==> config.mk <==
export PLATFORM = sky130hd
export DESIGN_NAME = top_k_score_board
export DESIGN_NICKNAME = d
export VERILOG_FILES = /design/src/rtl/tksb_pkg.sv /design/src/rtl/top_k_score_board.sv /design/src/rtl/tksb_cell.sv
export VERILOG_INCLUDE_DIRS = /design/src /design/src/rtl
export SDC_FILE = /design/constraint.sdc
export NUM_CORES = 2
export LEC_CHECK = 0
export ABC_AREA = 1
export BUFFER_PORTS_ARGS = -buffer_cell sky130_fd_sc_hd__buf_2
export CORE_MARGIN = 2
export CORE_UTILIZATION = 60
export DETAILED_ROUTE_END_ITERATION = 10
export PLACE_DENSITY = 0.82
export SLEW_MARGIN = 20
export SYNTH_ARGS = -nofsm -noshare
export SYNTH_HDL_FRONTEND = slang
export SYNTH_SLANG_ARGS = --single-unit
==> constraint.sdc <==
create_clock -name clk -period 8.08 [get_ports clk]
set_input_delay 0.808 -clock clk [delete_from_list [all_inputs] [get_ports clk]]
set_output_delay 0.808 -clock clk [all_outputs]
set_load 0.01 [all_outputs]
==> src/rtl/assert_macros.svh <==
// Assertion helpers shared by the RTL. Each check is clocked on the rising
// edge and held off while reset is asserted.
`ifndef ASSERT_MACROS_SVH
`define ASSERT_MACROS_SVH

`ifndef SYNTHESIS

`define ASSERT_PROP(lbl, clk, rstn, prop) \
  lbl: assert property (@(posedge clk) disable iff (!(rstn)) (prop)) \
    else $error("assertion failed");

`define ASSERT_NEVER(lbl, clk, rstn, expr) \
  lbl: assert property (@(posedge clk) disable iff (!(rstn)) !(expr)) \
    else $error("forbidden condition seen");

`else

`define ASSERT_PROP(lbl, clk, rstn, prop)

`define ASSERT_NEVER(lbl, clk, rstn, expr)

`endif

`endif

==> src/rtl/tksb_pkg.sv <==
`default_nettype none

package tksb_pkg;

  localparam int SCORE_W = 32;
  localparam int PORT_TAG_W = 16;
  localparam int PORT_RANK_W = 4;
  localparam int PORT_CNT_W = 4;

  localparam logic MODE_INSERT = 1'b0;
  localparam logic MODE_READ   = 1'b1;

  localparam logic KIND_INSERT = 1'b0;
  localparam logic KIND_ENTRY  = 1'b1;

  typedef struct packed {
    logic                         mode;
    logic signed [SCORE_W-1:0]    new_score;
    logic [PORT_TAG_W-1:0]        name_tag;
  } in_t;

  typedef struct packed {
    logic                         kind;
    logic [PORT_RANK_W-1:0]       rank;
    logic                         entry_valid;
    logic                         dropped;
    logic signed [SCORE_W-1:0]    out_score;
    logic [PORT_TAG_W-1:0]        out_tag;
    logic [PORT_CNT_W-1:0]        entry_count;
    logic                         last;
  } out_t;

  // Per-cell control from the board sequencer
  typedef struct packed {
    logic ins;        // insert transaction this cycle
    logic rot;        // rotate toward the head during read out
    logic take_prev;  // left neighbor yields its slot, shift its entry in
    logic wrap;       // last occupied cell: pull the head entry on rotate
  } cell_ctl_t;

endpackage

`default_nettype wire

==> src/rtl/top_k_score_board.sv <==
`default_nettype none
// Ranked score board, sorted by descending score, newest first among ties.
// Input: drive in_data and raise start; the transaction is taken at an edge
// where start is high and busy is low.
// Insert (mode 0): one report appears on out_data with out_strobe in the cycle
// after acceptance. busy stays low, so an insert can be taken every cycle.
// All cells compare against the new score at once; the cells after the insertion
// point shift their entries one place toward the tail in the same edge.
// Read (mode 1): the held entries stream out one per cycle, rank order; busy
// (rd_active_r) is set on acceptance and each result is registered in out_r.
// busy stays high while the occupied cells rotate toward the head, and the last
// result carries last = 1. A read of an empty board gives one result next cycle.
// Results stand on the ports for one cycle only; the receiver must take each
// one when out_strobe is high, it cannot hold them off.
// Reset (rst_n low, synchronous) empties the board; entry payloads keep no
// reset value and are never shown before they are written.

`include "assert_macros.svh"

module top_k_score_board
  import tksb_pkg::*;
#(
  parameter int DEPTH     = 10,
  parameter int TAG_WIDTH = 16
) (
  input  wire   clk,
  input  wire   rst_n,
  input  wire   start,
  output logic  busy,
  input  in_t   in_data,
  output logic  out_strobe,
  output out_t  out_data
);

  localparam int CW = $clog2(DEPTH + 1);
  localparam int TX = (TAG_WIDTH > PORT_TAG_W) ? TAG_WIDTH : PORT_TAG_W;
  localparam int RX = (CW > PORT_RANK_W) ? CW : PORT_RANK_W;

  logic [DEPTH-1:0]           vl;
  logic [DEPTH-1:0]           take;
  logic signed [SCORE_W-1:0]  sc [DEPTH];
  logic [TAG_WIDTH-1:0]       tg [DEPTH];

  logic [CW-1:0]  count_r, count_nxt;
  logic           rd_active_r, rd_active_nxt;
  logic [CW-1:0]  rd_idx_r, rd_idx_nxt;
  logic           out_strobe_r, out_strobe_nxt;
  out_t           out_r, out_nxt;

  logic                ins_go, rd_go, full, kept;
  logic [TX-1:0]       tag_in_x, drop_tag_x, head_tag_x;
  logic [TAG_WIDTH-1:0] new_tag;
  logic [CW-1:0]       pos, cnt_after;
  logic [RX-1:0]       pos_x, cnt_x, idx_x, cnt_now_x;

  assign busy   = rd_active_r;
  assign ins_go = start && !busy && (in_data.mode == MODE_INSERT);
  assign rd_go  = start && !busy && (in_data.mode == MODE_READ);

  assign tag_in_x = TX'(in_data.name_tag);
  assign new_tag  = tag_in_x[TAG_WIDTH-1:0];

  for (genvar i = 0; i < DEPTH; i++) begin : g_cell
    localparam int P = (i == 0) ? 0 : i - 1;
    localparam int N = (i == DEPTH - 1) ? 0 : i + 1;
    cell_ctl_t ctl;

    assign ctl.ins       = ins_go;
    assign ctl.rot       = rd_active_r && (CW'(i) < count_r);
    assign ctl.take_prev = (i == 0) ? 1'b0 : take[P];
    assign ctl.wrap      = (CW'(i) == count_r - CW'(1));

    tksb_cell #(
      .TAG_WIDTH(TAG_WIDTH)
    ) u_cell (
      .clk        (clk),
      .rst_n      (rst_n),
      .ctl        (ctl),
      .new_score  (in_data.new_score),
      .new_tag    (new_tag),
      .prev_valid (vl[P]),
      .prev_score (sc[P]),
      .prev_tag   (tg[P]),
      .next_valid (vl[N]),
      .next_score (sc[N]),
      .next_tag   (tg[N]),
      .head_valid (vl[0]),
      .head_score (sc[0]),
      .head_tag   (tg[0]),
      .valid_o    (vl[i]),
      .score_o    (sc[i]),
      .tag_o      (tg[i]),
      .take_o     (take[i])
    );
  end

  assign full = vl[DEPTH-1];
  // take is monotonic along the row, so the tail cell tells whether any slot opens
  assign kept = take[DEPTH-1];

  always_comb begin
    logic [CW-1:0] acc;
    acc = '0;
    for (int i = 0; i < DEPTH; i++) begin
      if (take[i] && ((i == 0) || !take[(i == 0) ? 0 : i - 1])) begin
        acc = acc | CW'(i);
      end
    end
    pos = kept ? acc : CW'(DEPTH);
  end

  assign cnt_after  = full ? count_r : count_r + CW'(1);
  assign pos_x      = RX'(pos);
  assign cnt_x      = RX'(cnt_after);
  assign cnt_now_x  = RX'(count_r);
  assign idx_x      = RX'(rd_idx_r);
  assign drop_tag_x = kept ? TX'(tg[DEPTH-1]) : TX'(new_tag);
  assign head_tag_x = TX'(tg[0]);

  always_comb begin
    count_nxt      = count_r;
    rd_active_nxt  = rd_active_r;
    rd_idx_nxt     = rd_idx_r;
    out_strobe_nxt = 1'b0;
    out_nxt        = out_r;
    if (ins_go) begin
      count_nxt            = cnt_after;
      out_strobe_nxt       = 1'b1;
      out_nxt.kind         = KIND_INSERT;
      out_nxt.rank         = pos_x[PORT_RANK_W-1:0];
      out_nxt.entry_valid  = 1'b0;
      out_nxt.dropped      = full;
      out_nxt.out_score    = full ? (kept ? sc[DEPTH-1] : in_data.new_score) : '0;
      out_nxt.out_tag      = full ? drop_tag_x[PORT_TAG_W-1:0] : '0;
      out_nxt.entry_count  = cnt_x[PORT_CNT_W-1:0];
      out_nxt.last         = 1'b1;
    end else if (rd_go) begin
      if (count_r == '0) begin
        out_strobe_nxt       = 1'b1;
        out_nxt.kind         = KIND_ENTRY;
        out_nxt.rank         = '0;
        out_nxt.entry_valid  = 1'b0;
        out_nxt.dropped      = 1'b0;
        out_nxt.out_score    = '0;
        out_nxt.out_tag      = '0;
        out_nxt.entry_count  = '0;
        out_nxt.last         = 1'b1;
      end else begin
        rd_active_nxt = 1'b1;
        rd_idx_nxt    = '0;
      end
    end else if (rd_active_r) begin
      // emit the head cell while the occupied cells rotate under it
      out_strobe_nxt       = 1'b1;
      out_nxt.kind         = KIND_ENTRY;
      out_nxt.rank         = idx_x[PORT_RANK_W-1:0];
      out_nxt.entry_valid  = 1'b1;
      out_nxt.dropped      = 1'b0;
      out_nxt.out_score    = sc[0];
      out_nxt.out_tag      = head_tag_x[PORT_TAG_W-1:0];
      out_nxt.entry_count  = cnt_now_x[PORT_CNT_W-1:0];
      out_nxt.last         = (rd_idx_r == count_r - CW'(1));
      rd_idx_nxt           = rd_idx_r + CW'(1);
      if (rd_idx_r == count_r - CW'(1)) begin
        rd_active_nxt = 1'b0;
      end
    end
  end

  always_ff @(posedge clk) begin
    if (!rst_n) begin
      count_r      <= '0;
      rd_active_r  <= 1'b0;
      out_strobe_r <= 1'b0;
    end else begin
      count_r      <= count_nxt;
      rd_active_r  <= rd_active_nxt;
      out_strobe_r <= out_strobe_nxt;
    end
  end

  always_ff @(posedge clk) begin
    rd_idx_r <= rd_idx_nxt;
    out_r    <= out_nxt;
  end

  assign out_strobe = out_strobe_r;
  assign out_data   = out_r;

  `ASSERT_PROP(a_busy_nonempty, clk, rst_n, rd_active_r |-> (count_r != '0))
  `ASSERT_PROP(a_valid_matches_count, clk, rst_n, ($countones(vl) == int'(count_r)))
  `ASSERT_PROP(a_insert_reports, clk, rst_n,
               ins_go |=> (out_strobe_r && out_r.last && (out_r.kind == KIND_INSERT)))
  `ASSERT_NEVER(a_read_last_busy, clk, rst_n,
                out_strobe_r && (out_r.kind == KIND_ENTRY) && out_r.last && rd_active_r)

endmodule

`default_nettype wire

==> src/rtl/tksb_cell.sv <==
`default_nettype none

module tksb_cell
  import tksb_pkg::*;
#(
  parameter int TAG_WIDTH = 16
) (
  input  wire                        clk,
  input  wire                        rst_n,
  input  cell_ctl_t                  ctl,
  input  wire signed [SCORE_W-1:0]   new_score,
  input  wire [TAG_WIDTH-1:0]        new_tag,
  input  wire                        prev_valid,
  input  wire signed [SCORE_W-1:0]   prev_score,
  input  wire [TAG_WIDTH-1:0]        prev_tag,
  input  wire                        next_valid,
  input  wire signed [SCORE_W-1:0]   next_score,
  input  wire [TAG_WIDTH-1:0]        next_tag,
  input  wire                        head_valid,
  input  wire signed [SCORE_W-1:0]   head_score,
  input  wire [TAG_WIDTH-1:0]        head_tag,
  output logic                       valid_o,
  output logic signed [SCORE_W-1:0]  score_o,
  output logic [TAG_WIDTH-1:0]       tag_o,
  output logic                       take_o
);

  logic                       valid_r, valid_nxt;
  logic signed [SCORE_W-1:0]  score_r, score_nxt;
  logic [TAG_WIDTH-1:0]       tag_r, tag_nxt;

  // Free slot, or held score not above the new one: new entry goes here or earlier
  assign take_o = !valid_r || (score_r <= new_score);

  always_comb begin
    valid_nxt = valid_r;
    score_nxt = score_r;
    tag_nxt   = tag_r;
    if (ctl.ins) begin
      if (ctl.take_prev) begin
        valid_nxt = prev_valid;
        score_nxt = prev_score;
        tag_nxt   = prev_tag;
      end else if (take_o) begin
        valid_nxt = 1'b1;
        score_nxt = new_score;
        tag_nxt   = new_tag;
      end
    end else if (ctl.rot) begin
      if (ctl.wrap) begin
        valid_nxt = head_valid;
        score_nxt = head_score;
        tag_nxt   = head_tag;
      end else begin
        valid_nxt = next_valid;
        score_nxt = next_score;
        tag_nxt   = next_tag;
      end
    end
  end

  always_ff @(posedge clk) begin
    if (!rst_n) begin
      valid_r <= 1'b0;
    end else begin
      valid_r <= valid_nxt;
    end
  end

  always_ff @(posedge clk) begin
    score_r <= score_nxt;
    tag_r   <= tag_nxt;
  end

  assign valid_o = valid_r;
  assign score_o = score_r;
  assign tag_o   = tag_r;

endmodule

`default_nettype wire

# [After elaboration in Yosys (flattened, before gate mapping)]
# Cells that the tools add are included.
[classes] add_sub_neg=3 n_lt_le_gt_ge=20 eq_ne=23 mux=174 bitwise_logic=2 reduce_logical=80
[op_table] operator="2-to-1 mux 32 bit" count=50
[op_table] operator="2-to-1 mux 16 bit" count=50
[op_table] operator="<= comparator 32 bit" count=10
[op_table] operator="2-to-1 mux 60 bit" count=3
[op_table] operator="2-to-1 mux 59 bit" count=1
[op_table] operator="2-to-1 mux 1 bit" count=57
[op_table] operator="2-to-1 mux 4 bit" count=7
[op_table] operator="inequality test 3 x 1 -> 1 bit (second input constant)" count=9
[op_table] operator="AND reduction 2 bit" count=12
[op_table] operator="logical AND 1 bit" count=22
[op_table] operator="nonzero test 2 bit" count=11
[op_table] operator="zero test 1 bit" count=20
[op_table] operator="== test 3 x 4 -> 1 bit (first input constant)" count=4
[op_table] operator="less-than comparator 3 x 4 -> 1 bit (first input constant)" count=4
[op_table] operator="2-to-1 mux 3 bit" count=4
[op_table] operator="logical OR 1 bit" count=10
[op_table] operator="adder 4 x 1 -> 4 bit (second input constant)" count=2
[op_table] operator="== test 2 x 4 -> 1 bit (first input constant)" count=2
[op_table] operator="zero test 4 bit" count=2
[op_table] operator="less-than comparator 1 x 4 -> 1 bit (first input constant)" count=2
[op_table] operator="less-than comparator 2 x 4 -> 1 bit (first input constant)" count=2
[op_table] operator="less-than comparator 4 bit (first input constant)" count=2
[op_table] operator="AND reduction 3 bit" count=2
[op_table] operator="== test 1 x 4 -> 1 bit (first input constant)" count=1
[op_table] operator="9 further kinds" count=13
[totals] reg_bits=560 out_inout_bits=62

# [Depth between registers and ports, before layout]
[logic_depth] word_depth=15 mapped_depth=22

# [Modules after synthesis]
# Synthesis repeated with hierarchy kept, for this count alone.
[unflattened] cells_unflattened=5286 hier_area_um2=41257.1
[by_module_without_submodules] module="tksb_cell (g_cell[0].u_cell ...)" instances=9 cells_each=490 area_per_inst_um2=3736.1 seq_area_each_um2=1461.4
[by_module_without_submodules] module="top_k_score_board" instances=1 cells_each=390 area_per_inst_um2=3926.3 seq_area_each_um2=2011.9
[by_module_without_submodules] module="tksb_cell (g_cell[9].u_cell)" instances=1 cells_each=486 area_per_inst_um2=3706.1 seq_area_each_um2=1461.4

# [Worst setup path before layout]
# Ideal clock, no wire load.
[synth_path] path_type="input port to flip-flop" start="input in_data[47] (netlist name)" end="register g_cell[2].u_cell.score_r[0] (enable)" arrival_ps=6142 slack_ps=1411 stages=14 cell_sequence="clkbuf_1 > inv_1 > ha_1 > nand2_1 > nor2_1 > nand4_1 > nor3b_2 > nand2_1 > nand2_1 > nand2_1 > nand2_1 > nor2_2 > buf_2 > a21boi_0"
[synth_between] elab_chain_len=4 word_cells_on_any_way=6
[synth_lines] item="start, declared" line_no="top_k_score_board.sv:30" text="input in_t in_data,"
[synth_lines] item="<= comparator 32 bit" line_no="tksb_cell.sv:33" text="assign take_o = !valid_r || (score_r <= new_score);"
[synth_lines] item="logical OR 1 bit" line_no="tksb_cell.sv:33"
[synth_lines] item="inequality test 3 x 1 -> 1 bit (no line) (*)"
[synth_lines] item="AND reduction 2 bit (no line) (*)"
[synth_lines] item="end signal, assigned" line_no="tksb_cell.sv:71" text="score_r <= score_nxt;"
[synth_lines] item="end, declared" line_no="tksb_cell.sv:29" text="logic signed [SCORE_W-1:0] score_r, score_nxt;"
# Mark *: on every way between the ends. The rest lies on a longest branch, timed or not.
# A chain may end at the register's enable or synchronous reset.

# [Worst setup path after layout]
[layout_path] start="input in_data[43] (netlist name)" end="register g_cell[1].u_cell.tag_r[8] (enable)"
[layout_between] elab_chain_len=4 word_cells_on_any_way=6
[layout_lines] item="<= comparator 32 bit" line_no="tksb_cell.sv:33"
[layout_lines] item="logical OR 1 bit" line_no="tksb_cell.sv:33"
[layout_lines] item="inequality test 3 x 1 -> 1 bit (no line) (*)"
[layout_lines] item="AND reduction 2 bit (no line) (*)"
[layout_lines] item="end signal, assigned" line_no="tksb_cell.sv:72" text="tag_r <= tag_nxt;"
[layout_lines] item="end, declared" line_no="tksb_cell.sv:30" text="logic [TAG_WIDTH-1:0] tag_r, tag_nxt;"
# Marks and branches as above.

==> impl_metrics.tcl <==
set metrics [dict create \
    run_status "finished, final reports clean" \
    postCtsSetupRepairBufs 0 \
    r2r_end "g_cell[2].u_cell.score_o[21]" \
    dp_hpwl_mm 84.5 \
    report.final.slew_viol_count 0 \
    regArea_sq_um 16600 \
    die_height_microns 261 \
    io_buffers 113 \
    synthAdderAreaFrac_pct 10.3 \
    netlist_area_sq_um 39500 \
    skew_ps 28.8 \
    cts_buffer_depth 3 \
    worst-r2r-setup-slack_ps 3370 \
    slew_headroom_pct 20.4 \
    synth_top_family_by_area "compound AO/OA/AOI/OAI gates" \
    initialDrtViolationCount 6748 \
    syn_avg_cell_area_sq_um 7.80 \
    grt_pass1_wl_mm 208 \
    crit_top_cell "nand2_1" \
    rr_startpoint "busy" \
    worstSetupEndpoint "g_cell[1].u_cell.tag_o[8]" \
    synth_warnings 0 \
    tritoncts "yes" \
    hold_viol 0 \
    route.detailed.drc 0 \
    grt_max_degree 192 \
    h-tree-depth 3 \
    start_util_pct 60.4 \
    seq_area_frac_synth_pct 42.1 \
    finalCritPeriodShare_pct 58.7 \
    n_fill_cell 5509 \
    vdd_ir_drop_max_mv 0.135 \
    multi_input_area_sq_um 20300 \
    wire_per_inst_microns 23.6 \
    required_ps 8330 \
    p_leak_uw 0.0183 \
    drt_pass1_iterations 7 \
    core_area_sq_um 65400 \
    crit_fanout 40 \
    dp_slack_ps 2900 \
    cts_buffers 67 \
    grt.total_usage_pct 40.0 \
    die_x_microns 261 \
    grt_pass1_vias 35512 \
    power_density_nw_per_um2 193 \
    cp-start-kind "input port" \
    cts_repair_resize_count 0 \
    place_congestion 1.02 \
    routed_via_density 6.57 \
    grt-ovfl-total 0 \
    cts_num_sinks 560 \
    worstSetupStartpoint "in_data[43]" \
    end_kind "register" \
    drt-total-wl_mm 138 \
    layout.nets 5322 \
    crit_chain "buf_2 > inv_1 > ha_1 > nand2_1 > nor2_1 > nand2_1 > nor4_2 > nand3b_1 > nand2_1 > nand3b_4 > nor2_1 > a21boi_4 > buf_4" \
    synth_xor_area_share_pct 0.111 \
    cp_slowest_cell "buf_4" \
    hold_path_class "register to register" \
    rows 94 \
    clk_pin_slew_ps 70 \
    ant_nets 0 \
    holdBufCountCts 0 \
    antenna_found_initial 10 \
    worst-setup-path-type "input port to register" \
    io_pins 114 \
    tns_ps 0 \
    clk_latency_ps 640 \
    mostFrequentLayoutCells "nand2_1 (1,334), o21ai_0 (963), edfxtp_1 (541)" \
    arrival_ps 4990 \
    synth_mux_area_share_pct 0.0507 \
    synth_seq_cells 560 \
    syn_inst 5060 \
    worstMarginPinSlew_ps 1190 \
    num_vias 38517 \
    critPathMaxStageDelay_ps 870 \
    cts_root_buffer "clkbuf_16" \
    period_minus_slack_ps 4750 \
    syn-num-nets 5438 \
    synth_cell_types 47 \
    drive_gt1_share_pct 6.36 \
    die_area_sq_um 67900 \
    setup_slack_ps 3330 \
    yosys.area_share.simple_pct 17.9 \
    grt_setup_unrepaired "no" \
    mostFrequentLayoutCell "nand2_1" \
    setup_viol_count_final 0 \
    maxCapViolations 0 \
    reg2regPathDepth 9 \
    max_freq_mhz 211 \
    area_growth_pct 7.18 \
    synth_compound_area_share_pct 22.6 \
]
[stage by stage]
step	utilization [%]	hold slack, ps	total power (uW)	instances	instance area [sq um]
after global routing	64.7	530	8420	5864	42300
after global placement	61.4	450	5060	5738	40100
after floorplan	-	440	4600	5060	39500
after detailed placement	61.4	467	5110	5738	40100
after CTS	64.7	481	8090	5860	42300
final	64.7	478	8170	5864	42300
[flip-flops by register name, summed over array words and instances (netlist names)]
| name | cells |
|---|---|
| busy | 1 |
| cnt_now_x | 4 |
| g_cell.u_cell.score_o | 320 |
| g_cell.u_cell.tag_o | 160 |
| g_cell.u_cell.valid_o | 10 |
| idx_x | 4 |
| out_data | 60 |
| out_strobe | 1 |
[worst min-delay path by stage]
stage                                        start                  endpoint  slack (ps)  cells past startpoint
after detailed placement  g_cell[0].u_cell.valid_o  g_cell[0].u_cell.valid_o         470                      2
after global placement    g_cell[0].u_cell.valid_o  g_cell[0].u_cell.valid_o         450                      2
after floorplan           g_cell[0].u_cell.valid_o  g_cell[0].u_cell.valid_o         440                      2
after global routing      g_cell[0].u_cell.valid_o  g_cell[0].u_cell.valid_o         530                      2
after CTS                 g_cell[0].u_cell.valid_o  g_cell[0].u_cell.valid_o         480                      2
final                     g_cell[0].u_cell.valid_o  g_cell[0].u_cell.valid_o         480                      2
[layout make-up]
cell class	instances	area share [%]
antenna	3	0.0177
clock buffer	83	4.30
clock inverter	39	0.736
inverter	321	2.87
multi-input combinational	3835	48.0
sequential	560	39.3
tap	864	2.55
timing repair buffer	159	2.22
[cell families after synthesis]
kind of cell,Yosys count
AND/OR/NAND/NOR,1788
AO/OA/AOI/OAI,1714
buffers and inverters,665
flip-flops,560
adder cells (fa/ha/maj),326
XOR/XNOR,5
multiplexers,2
[critical path, delay by kind of cell]
family | cells | cell delay [ps]
simple gates | 8 | 1820
buf+inv | 3 | 1340
compound gates | 1 | 570
fa+ha+maj | 1 | 400
[layer usage]
metal	vias up	GRT usage (%)	share of wire, %
li1	17248	-	-
met1	17373	54.3	37
met2	3250	58.4	42
met3	634	10.4	15
met4	12	21.8	5.9
met5	-	0.0712	0.058
[report_power, final]
part	internal, uW	leakage (uW)	switching, uW
logic	438	0.0120	1090
registers	3450	0.00528	150
clock network	1730	0.00104	1310
[Yosys cell counts, drive strengths merged]
| library cell | number | area [sq um] |
|---|---|---|
| or2 | 1 | 6.26 |
| nor3b | 2 | 25.0 |
| clkinv | 2 | 7.51 |
| a31oi | 37 | 231 |
| clkbuf | 191 | 722 |
| ha | 326 | 4080 |
| nand2 | 1343 | 5060 |
| nand3b | 6 | 48.8 |
| buf | 153 | 822 |
| nand4 | 23 | 144 |
| mux2i | 2 | 20.0 |
| nor2 | 339 | 1310 |
| nand3 | 46 | 250 |
| and3 | 2 | 12.5 |
| edfxtp | 541 | 16200 |
| o21bai | 6 | 45.0 |
| inv | 319 | 1200 |
| xor2 | 4 | 35.0 |
| o211ai | 58 | 485 |
| o21ai | 1116 | 5590 |
| a41oi | 1 | 8.76 |
| o21a | 19 | 143 |
| and2 | 3 | 18.8 |
| a21boi | 4 | 33.8 |
| xnor2 | 1 | 8.76 |
| dfxtp | 19 | 380 |
| nor4 | 7 | 75.1 |
| a21o | 6 | 45.0 |
| a21oi | 467 | 2340 |
| nor3 | 16 | 101 |
No activity file was read; power rests on OpenSTA's default activity.
